--- config.mk ---
export PLATFORM = sky130hd
export DESIGN_NAME = pbws_cell
export DESIGN_NICKNAME = d
export VERILOG_FILES = /design/src/pbws_pkg.sv /design/src/pbws_cell.sv
export SDC_FILE = /design/constraint.sdc
export NUM_CORES = 1
export LEC_CHECK = 0
export ABC_AREA = 1
export BUFFER_PORTS_ARGS = -buffer_cell sky130_fd_sc_hd__buf_2
export CAP_MARGIN = 20
export CORE_MARGIN = 1.5
export CORE_UTILIZATION = 30
export DETAILED_ROUTE_END_ITERATION = 10
export PLACE_DENSITY = 0.47
export SYNTH_ARGS = -nofsm -noshare
export SYNTH_HDL_FRONTEND = slang
export SYNTH_SLANG_ARGS = --single-unit
--- constraint.sdc ---
create_clock -name clock -period 15.8 [get_ports clock]
set_clock_uncertainty 0.1 [all_clocks]
set_input_delay 0.79 -clock clock [delete_from_list [all_inputs] [get_ports clock]]
set_output_delay 0.79 -clock clock [all_outputs]
set_load 0.02 [all_outputs]
--- src/pbws_pkg.sv ---
// shared types and constants for the protobuf wire candidate scanner
`default_nettype none
package pbws_pkg;

   localparam int START_LANES_DEF      = 12;
   localparam int MAX_FIELDS_DEF       = 12;
   localparam int MAX_VARINT_BYTES_DEF = 10;
   localparam int MAX_PAYLOAD          = 65535;
   localparam int FIELD_LIMIT_RESET    = 4096;

   localparam int POS_W      = $clog2(MAX_PAYLOAD + 2);
   localparam int LANE_IDX_W = 5;
   localparam int FIELD_W    = 4;
   localparam int ACC_W      = 24;

   localparam logic [2:0] WIRE_VARINT = 3'd0;
   localparam logic [2:0] WIRE_FIXED64 = 3'd1;
   localparam logic [2:0] WIRE_LEN    = 3'd2;
   localparam logic [2:0] WIRE_SGROUP = 3'd3;
   localparam logic [2:0] WIRE_EGROUP = 3'd4;
   localparam logic [2:0] WIRE_FIXED32 = 3'd5;

   typedef struct packed {
      logic [7:0] byte_value;
      logic       last_byte;
   } pbws_req_type;

   typedef struct packed {
      logic        found;
      logic [3:0]  best_start;
      logic [3:0]  field_count;
      logic [15:0] consumed_bytes;
      logic        too_long;
   } pbws_rsp_type;

   // what travels from cell to cell on each advance
   typedef struct packed {
      logic                  valid;
      logic [7:0]            byte_value;
      logic                  last_byte;
      logic [POS_W-1:0]      pos;
      logic                  too_long;
      logic [FIELD_W-1:0]    best_f;
      logic [POS_W-1:0]      best_c;
      logic [LANE_IDX_W-1:0] best_s;
   } pbws_token_type;

endpackage
`default_nettype wire

--- src/pbws_cell.sv ---
// one candidate parser lane of the scanner chain
`default_nettype none
module pbws_cell #(
   parameter int LANE             = 0,
   parameter int MAX_FIELDS       = pbws_pkg::MAX_FIELDS_DEF,
   parameter int MAX_VARINT_BYTES = pbws_pkg::MAX_VARINT_BYTES_DEF
) (
   input  wire logic                     clock,
   input  wire logic                     reset,
   input  wire logic                     advance,
   input  wire logic [15:0]              field_limit,
   input  wire pbws_pkg::pbws_token_type tok_in,
   output pbws_pkg::pbws_token_type      tok_out
);

   localparam int PW = pbws_pkg::POS_W;
   localparam int AW = pbws_pkg::ACC_W;
   localparam int FW = pbws_pkg::FIELD_W;

   typedef enum logic [2:0] {PH_WAIT, PH_KEY, PH_VALUE, PH_LEN, PH_SKIP} phase_type;

   phase_type         phase_ff, phase_in, ph_eff;
   logic [3:0]        vb_ff, vb_in, vb_eff, vb_nx;
   logic [AW-1:0]     acc_ff, acc_in, acc_eff, acc_nx;
   logic              over_ff, over_in, over_eff, over_nx;
   logic [PW-1:0]     skip_ff, skip_in, skip_dec;
   logic [FW-1:0]     fields_ff, fields_in;
   logic [PW-1:0]     end_ff, end_in;
   logic              stop_ff, stop_in;
   pbws_pkg::pbws_token_type tok_ff, tok_in_nx;

   logic              start, active, vend, vstop, bad, complete;
   logic [6:0]        d;
   logic [30:0]       shifted;
   logic [2:0]        wire_t;
   logic [20:0]       field_num;
   logic [PW-1:0]     len, cons;

   always_comb begin
      start   = (tok_in.pos == PW'(LANE));
      ph_eff  = phase_ff;
      vb_eff  = vb_ff;
      acc_eff = acc_ff;
      over_eff = over_ff;
      if (phase_ff == PH_WAIT) begin
         ph_eff   = PH_KEY;
         vb_eff   = '0;
         acc_eff  = '0;
         over_eff = 1'b0;
      end
      active = tok_in.valid && (tok_in.pos < PW'(pbws_pkg::MAX_PAYLOAD)) && !stop_ff &&
               ((phase_ff != PH_WAIT) || start);

      // varint byte accumulation, low 24 bits kept plus an overflow flag
      d = tok_in.byte_value[6:0];
      case (vb_eff[1:0])
         2'd0:    shifted = 31'(d);
         2'd1:    shifted = 31'(d) << 7;
         2'd2:    shifted = 31'(d) << 14;
         default: shifted = 31'(d) << 21;
      endcase
      acc_nx  = acc_eff;
      over_nx = over_eff;
      if (vb_eff <= 4'd3) begin
         acc_nx  = acc_eff | shifted[AW-1:0];
         over_nx = over_eff | (shifted[30:AW] != '0);
      end else if (vb_eff <= 4'd8) begin
         over_nx = over_eff | (d != '0);
      end else begin
         over_nx = over_eff | d[0];
      end
      vb_nx = vb_eff + 4'd1;
      vend  = !tok_in.byte_value[7];
      vstop = !vend && (vb_nx >= 4'(MAX_VARINT_BYTES));

      wire_t    = acc_nx[2:0];
      field_num = acc_nx[AW-1:3];
      bad = over_nx || (field_num == '0) || (field_num > {5'b0, field_limit}) ||
            (wire_t == pbws_pkg::WIRE_SGROUP) || (wire_t == pbws_pkg::WIRE_EGROUP) ||
            (wire_t > pbws_pkg::WIRE_FIXED32);
      if (over_nx || (acc_nx > AW'(pbws_pkg::MAX_PAYLOAD)))
         len = PW'(pbws_pkg::MAX_PAYLOAD + 1);
      else
         len = acc_nx[PW-1:0];
      skip_dec = (skip_ff != '0) ? skip_ff - PW'(1) : skip_ff;

      phase_in  = phase_ff;
      vb_in     = vb_ff;
      acc_in    = acc_ff;
      over_in   = over_ff;
      skip_in   = skip_ff;
      fields_in = fields_ff;
      end_in    = end_ff;
      stop_in   = stop_ff;
      complete  = 1'b0;

      if (active) begin
         phase_in = ph_eff;
         case (ph_eff)
            PH_KEY: begin
               vb_in = vb_nx; acc_in = acc_nx; over_in = over_nx;
               if (vstop) stop_in = 1'b1;
               if (vend) begin
                  if (bad) begin
                     stop_in = 1'b1;
                  end else begin
                     vb_in = '0; acc_in = '0; over_in = 1'b0;
                     if (wire_t == pbws_pkg::WIRE_VARINT) begin
                        phase_in = PH_VALUE;
                     end else if (wire_t == pbws_pkg::WIRE_LEN) begin
                        phase_in = PH_LEN;
                     end else begin
                        phase_in = PH_SKIP;
                        skip_in  = (wire_t == pbws_pkg::WIRE_FIXED64) ? PW'(8) : PW'(4);
                     end
                  end
               end
            end
            PH_VALUE: begin
               vb_in = vb_nx; acc_in = acc_nx; over_in = over_nx;
               if (vstop) stop_in = 1'b1;
               complete = vend;
            end
            PH_LEN: begin
               vb_in = vb_nx; acc_in = acc_nx; over_in = over_nx;
               if (vstop) stop_in = 1'b1;
               if (vend) begin
                  if (len == '0) begin
                     complete = 1'b1;
                  end else begin
                     skip_in  = len;
                     phase_in = PH_SKIP;
                  end
               end
            end
            PH_SKIP: begin
               skip_in  = skip_dec;
               complete = (skip_dec == '0);
            end
            default: stop_in = 1'b1;
         endcase
         if (complete) begin
            fields_in = fields_ff + FW'(1);
            end_in    = tok_in.pos + PW'(1);
            vb_in = '0; acc_in = '0; over_in = 1'b0;
            phase_in  = PH_KEY;
            if (fields_in >= FW'(MAX_FIELDS)) stop_in = 1'b1;
         end
      end

      // running best travels with the last byte
      cons = '0;
      if ((fields_in != '0) && (end_in >= PW'(LANE))) cons = end_in - PW'(LANE);
      tok_in_nx = tok_in;
      if (tok_in.valid && tok_in.last_byte &&
          ((fields_in > tok_in.best_f) ||
           ((fields_in == tok_in.best_f) && (cons > tok_in.best_c)))) begin
         tok_in_nx.best_f = fields_in;
         tok_in_nx.best_c = cons;
         tok_in_nx.best_s = pbws_pkg::LANE_IDX_W'(LANE);
      end
   end

   always_ff @(posedge clock) begin
      if (reset) begin
         phase_ff <= PH_WAIT;
         vb_ff <= '0; acc_ff <= '0; over_ff <= 1'b0; skip_ff <= '0;
         fields_ff <= '0; end_ff <= '0; stop_ff <= 1'b0;
         tok_ff <= '0;
      end else if (advance) begin
         tok_ff <= tok_in_nx;
         if (tok_in.valid && tok_in.last_byte) begin
            phase_ff <= PH_WAIT;
            vb_ff <= '0; acc_ff <= '0; over_ff <= 1'b0; skip_ff <= '0;
            fields_ff <= '0; end_ff <= '0; stop_ff <= 1'b0;
         end else begin
            phase_ff <= phase_in;
            vb_ff <= vb_in; acc_ff <= acc_in; over_ff <= over_in; skip_ff <= skip_in;
            fields_ff <= fields_in; end_ff <= end_in; stop_ff <= stop_in;
         end
      end
   end

   assign tok_out = tok_ff;

endmodule
`default_nettype wire

Yosys cells after proc, flatten, opt, wreduce, memory -nomap -nowiden:

Cells that the tools add are included.

* multiplexer cells: 68
* bitwise operators: 4
* shift operators: 0
* reductions and logical operators: 37
* equality and inequality tests: 17
* multiply operators: 0
* order comparisons: 11
* $add $sub $neg: 4
* div/mod/pow operators: 0

Operator list (count)
* $mux 17: 14
* $mux 24: 7
* $pmux 28 s3: 1
* $logic_not 17->1: 3
* $pmux 17 s3: 1
* $pmux 24 s2: 1
* $mux 4: 10
* $mux 3: 10
* $mux 26: 1
* $gt 24x16->1 const B: 1
* $or 24x24->24: 1
* $gt 21x16->1: 1
* $logic_not 21->1: 1
* $mux 1: 18
* $ne 3x3->1 const B: 6
* $add 17x1->17 const B: 1
* $ge 17x1->1 const B: 1
* $gt 17x17->1: 1
* $lt 17x16->1 const B: 1
* $reduce_bool 17->1: 1
* $sub 17x1->17 const B: 1
* $reduce_bool 7->1: 2
* $eq 3x2->1 const B: 4
* $reduce_bool 4->1: 3
* 27 further kinds: 50

* memory bits (read-only): 0
* input port bits: 73
* output and inout port bits: 54
* bits in registers: 125
* RAM bits: 0
* bits in latches: 0
* logic and storage cells: 157
* memories: 0

Longest topological paths before layout:

* depth in word-level cells: 24
* mapped depth: 49
* mapped depth without buffers: 44

Worst setup path after synthesis:

OpenSTA, ideal clock, no wires.

* path kind: register to register
* start point: register phase_ff[1]
* end point: register tok_ff (netlist bit tok_out[16])
* stages on the path, launching flop included: 46
* setup time: 135 ps
* slack: 10472 ps
* data arrival time: 5093 ps
* required time: 15565 ps
* path through: dfxtp_1 -> nor2_4 -> nand2_4 -> buf_6 -> buf_6 -> nand2_1 -> inv_1 -> ha_1 -> clkbuf_1 -> buf_2 -> nand2_1 -> inv_1 -> nand2_2 -> nand2_1 -> nor2_2 -> nand2_2 -> nor2_4 -> nand2_2 -> (+10 left out) -> o21ai_1 -> nand2_1 -> inv_1 -> ha_1 -> a21o_1 -> o21ai_0 -> a21oi_1 -> o21ai_0 -> o211ai_1 -> nand2_1 -> o211ai_1 -> o41ai_1 -> nand2_1 -> nand2_1 -> clkbuf_1 -> a21oi_1 -> nand2_1 -> a21oi_1

* cells in the longest elaborated chain, start to end: 24
* elaborated cells on any way between the ends: 48

RTL lines
* start: declaration: line pbws_cell.sv:22 `phase_type phase_ff, phase_in, ph_eff;`
* start signal: assignment: line pbws_cell.sv:177 `phase_ff <= phase_in;`
* $logic_not 3->1: line pbws_cell.sv:45 `if (phase_ff == PH_WAIT) begin`
* $mux 4: line pbws_cell.sv:45
* $eq 2x2->1 (tied with other cells): line pbws_cell.sv:56 `case (vb_eff[1:0])`
* $pmux 28 s3: line pbws_cell.sv:56
* $or 24x24->24 or $reduce_bool 7->1 (tied branches): line pbws_cell.sv:65, pbws_cell.sv:66
* $mux 24 or $or 1x1->1 (tied branches): line pbws_cell.sv:64, pbws_cell.sv:66
* $gt 24x16->1 or $mux 1 (tied branches): line pbws_cell.sv:81, pbws_cell.sv:64
* $logic_or 1x1->1: line pbws_cell.sv:81 `if (over_nx || (acc_nx > AW'(pbws_pkg::MAX_PAYLOAD)))`
* (+8 left out)
* $ge 17x1->1 or $reduce_bool 4->1 (tied branches): line pbws_cell.sv:153 `if ((fields_in != '0) && (end_in >= PW'(LANE))) cons = end_in - PW'(LANE);`
* $logic_and 1x1->1: line pbws_cell.sv:153
* $mux 17: line pbws_cell.sv:153
* $gt 17x17->1: line pbws_cell.sv:157 `((fields_in == tok_in.best_f) && (cons > tok_in.best_c)))) begin`
* $logic_and 1x1->1: line pbws_cell.sv:157
* $logic_or 1x1->1: line pbws_cell.sv:156 `((fields_in > tok_in.best_f) ||`
* $logic_and 1x1->1: line pbws_cell.sv:155 `if (tok_in.valid && tok_in.last_byte &&`
* $mux 26 *: line pbws_cell.sv:155
* end signal: assignment: line pbws_cell.sv:171 `tok_ff <= tok_in_nx;`
* end: declaration: line pbws_cell.sv:30 `pbws_pkg::pbws_token_type tok_ff, tok_in_nx;`

Every way passes the cells marked *; elsewhere a longest branch is shown, timed or not. The select of a mux whose other input is x is not followed.
A chain may end at the register's enable or synchronous reset.

Worst setup path in the final report:

* start point: register phase_ff[1]
* end point: register tok_ff (netlist bit tok_out[5])

The elaborated chain is that of the path after synthesis.

==> flow_summary.ini <==
[power]
seq_power_share = 0.381
pwr-share-clk = 0.486
ir_drop_mv = 0.04901
switching_share = 0.2901
intPower_mw = 0.6165
pwr-share-comb = 0.133
power_switching_mw = 0.2520
p_leak_nw = 4.555
pwr_density_cell_nw_per_um2 = 89.30

[flow_run]
maxCapViolCount = 0

[clocking]
holdBufCountCts = 0
root_buffer = clkbuf_16
post_cts.repair.setup_buffers = 0
cts_tree = yes
clkLatencyLatePin_ns = 0.42
cts_max_level = 4
path_clk_slew_ns = 0.06
clock-sinks = 125
cts_made_buffers = 17
clockBufferDepth = 2
ctsResizeCount = 0

[worst_setup_path]
critPathKind = register to register
crit_fanout = 37
arrival_ns = 7.49
cpPeakStageDelay_ns = 0.69
crit_path_start_kind = register
cp-end-kind = register
crit_slowest_cell = nand2_1
crit_top_cell = nand2_1
cp.required_ns = 15.96

[routing]
maxUsedRoutingLayer = met4
vias = 8263
routed_wl_um = 25630
first_pass_iters = 5
wl_met1_um = 12490
drc = 0
detail_route.wl_per_cell_um = 14.96
wl_met2_um = 11670
ant_nets = 0
met3_length_um = 1037
viasPerCell = 4.824
drt_iter0_drc = 463

[die]
pin_count = 127
die_area_um2 = 28520
placementRows = 60
start_util = 0.3063
core_area_um2 = 26950
fp.dieW_um = 168.9
die_height_um = 168.9

[cells_and_area]
nets = 1478
final_common_cell = nand2_1
diodes = 0
area_delta_synth_final_pct = 17.81
mostFrequentLayoutCells = nand2_1 (315), a21oi_1 (157), inv_1 (151), dfxtp_1 (125), buf_2 (125)
layout-drive-gt1-share = 0.1655

[synthesis]
synth_cells = 1264
synth_top_family_by_area = simple AND/OR/NAND/NOR gates
syn_nets = 1383
synth.area.mux_share = 0
ys_ff_latch = 125
netlist_area_um2 = 8255
synth_edf_count = 0
synth-compound-area-share = 0.1922
synthSimpleGateAreaFrac = 0.3048
async_reset_ff_frac = 0
synth-main-ff-cell = dfxtp_1
yosysWarnings = 0
synth-seq-area-share = 0.3031
synth_xor_area_frac = 0.02546
post_synth_fa_ha_maj_area_fraction = 0.06972
syn-mean-instance-area_um2 = 6.531
ys_types = 53

[status]
status = completed

[sta]
period_share = 0.4643
slew_headroom = 0.2927
maxSlewViolCount = 0
final_hold_viol_count = 0
setup_viol = 0
finalSetupTns_ns = 0
whs_ns = 0.3567
fin_ws_ns = 8.464
worst_slew_pin_slew_ns = 1.061
finalCriticalPeriod_ns = 7.336
fmax_mhz = 136.3
rsz0062_at_grt = false

[grt]
grt_max_degree = 93
gr-total-overflow = 0
grt_pass1_wl_um = 41680
antenna_found_initial = 0
track_usage = 0.1834
grt_pass1_vias = 7830

[placement]
hpwlAfterDp_um = 18840
pre_cts_ws_ns = 8.464
portBuffers = 126
globalplace.congestion = 0.8575

[hold_path]
hp-class = register to register
## registers in the layout (all words and copies together) (netlist names), 3 cells and up
name / cells
skip_ff: 17
vb_ff: 4
acc_ff: 24
fields_ff: 4
end_ff: 17
tok_out: 54
phase_ff: 3
## critical path, delay by kind of cell, from the launching register on
| family | cells | cell delay (ns) |
|---|---|---|
| buffers and inverters | 4 | 0.88 |
| AND/OR/NAND/NOR | 28 | 4.01 |
| adder cells (fa/ha/maj) | 2 | 0.81 |
| flip-flops | 1 | 0.46 |
| AO/OA/AOI/OAI | 8 | 0.89 |
## routing by layer
layer,GRT usage,vias to the layer above
li1,-,4312
met1,0.2461,3728
met4,0.05590,0
met2,0.2984,193
met5,0,-
met3,0.03320,30
## path summary, 6_finish.rpt
path | start | to | slack [ns] | cells after the start
worst min register to register | acc_ff[8]$_SDFFE_PP0P_ | acc_ff[8]$_SDFFE_PP0P_ | 0.36 | 2
worst max-delay path | phase_ff[1]$_SDFFE_PP0P_ | tok_out[5]$_SDFFE_PP0P_ | 8.46 | 42
worst min-delay path | acc_ff[8]$_SDFFE_PP0P_ | acc_ff[8]$_SDFFE_PP0P_ | 0.36 | 2
worst max register to register | phase_ff[1]$_SDFFE_PP0P_ | tok_out[5]$_SDFFE_PP0P_ | 8.46 | 42
## stage by stage
stage          instance area, um2    util  power [mW]  cells
5_1_grt                      9726  0.3609      0.9089   1713
3_3_place_gp                 9081  0.3370      0.4540   1680
3_5_place_dp                 9081  0.3370      0.4534   1680
2_1_floorplan                8255       -      0.4117   1264
6_report                     9726  0.3609      0.8685   1713
4_1_cts                      9706  0.3601      0.8797   1712
## layout make-up
class,instances,area (um2)
Clock buffer,17,425.4
Clock inverter,15,198.9
Fill cell,2959,17230
Inverter,160,600.6
Multi-Input combinational cell,924,4888
Sequential cell,125,2502
Tap cell,341,426.7
Timing Repair Buffer,131,683.2
## kinds of logic (layout without fill, tap and decap cells)
logic type,after synthesis,after routing
buf+inv,215,323
fa+ha+maj,46,46
flops,125,125
compound gates,281,281
xor+xnor,24,24
simple gates,573,573
## power by group through the flow
| stage | clock network, mW | logic, mW | registers, mW |
|---|---|---|---|
| 2_1_floorplan | 0 | 0.0636 | 0.348 |
| 3_3_place_gp | 0 | 0.116 | 0.338 |
| 3_5_place_dp | 0 | 0.116 | 0.338 |
| 4_1_cts | 0.433 | 0.116 | 0.331 |
| 5_1_grt | 0.447 | 0.129 | 0.332 |
| 6_report | 0.422 | 0.115 | 0.331 |
## synthesized netlist by cell type, types with 3 or more instances
library cell / n / area, um2
clkbuf_1: 34 / 127.6
ha_1: 46 / 575.6
nor3_1: 34 / 170.2
nand3_1: 58 / 290.3
a31oi_1: 3 / 18.77
a21oi_2: 6 / 52.55
inv_2: 7 / 26.28
o21ai_1: 15 / 75.07
nand2_1: 315 / 1182
nor2_4: 6 / 67.56
or2_2: 3 / 18.77
nor2_1: 98 / 367.9
nand4_1: 17 / 106.4
a21oi_1: 157 / 785.8
nand2_2: 20 / 125.1
o32ai_1: 3 / 26.28
inv_1: 152 / 570.6
nor4_1: 3 / 18.77
a21oi_4: 3 / 48.80
xnor2_1: 10 / 87.58
o21ai_0: 62 / 310.3
xor2_1: 14 / 122.6
o22ai_1: 7 / 43.79
buf_2: 13 / 65.06
dfxtp_1: 125 / 2502
nor2_2: 3 / 18.77
nand2_4: 4 / 45.04
buf_1: 3 / 11.26
nand3b_1: 4 / 30.03
o211ai_1: 6 / 45.04
buf_6: 4 / 45.04
Power figures use the tool's default switching activity.
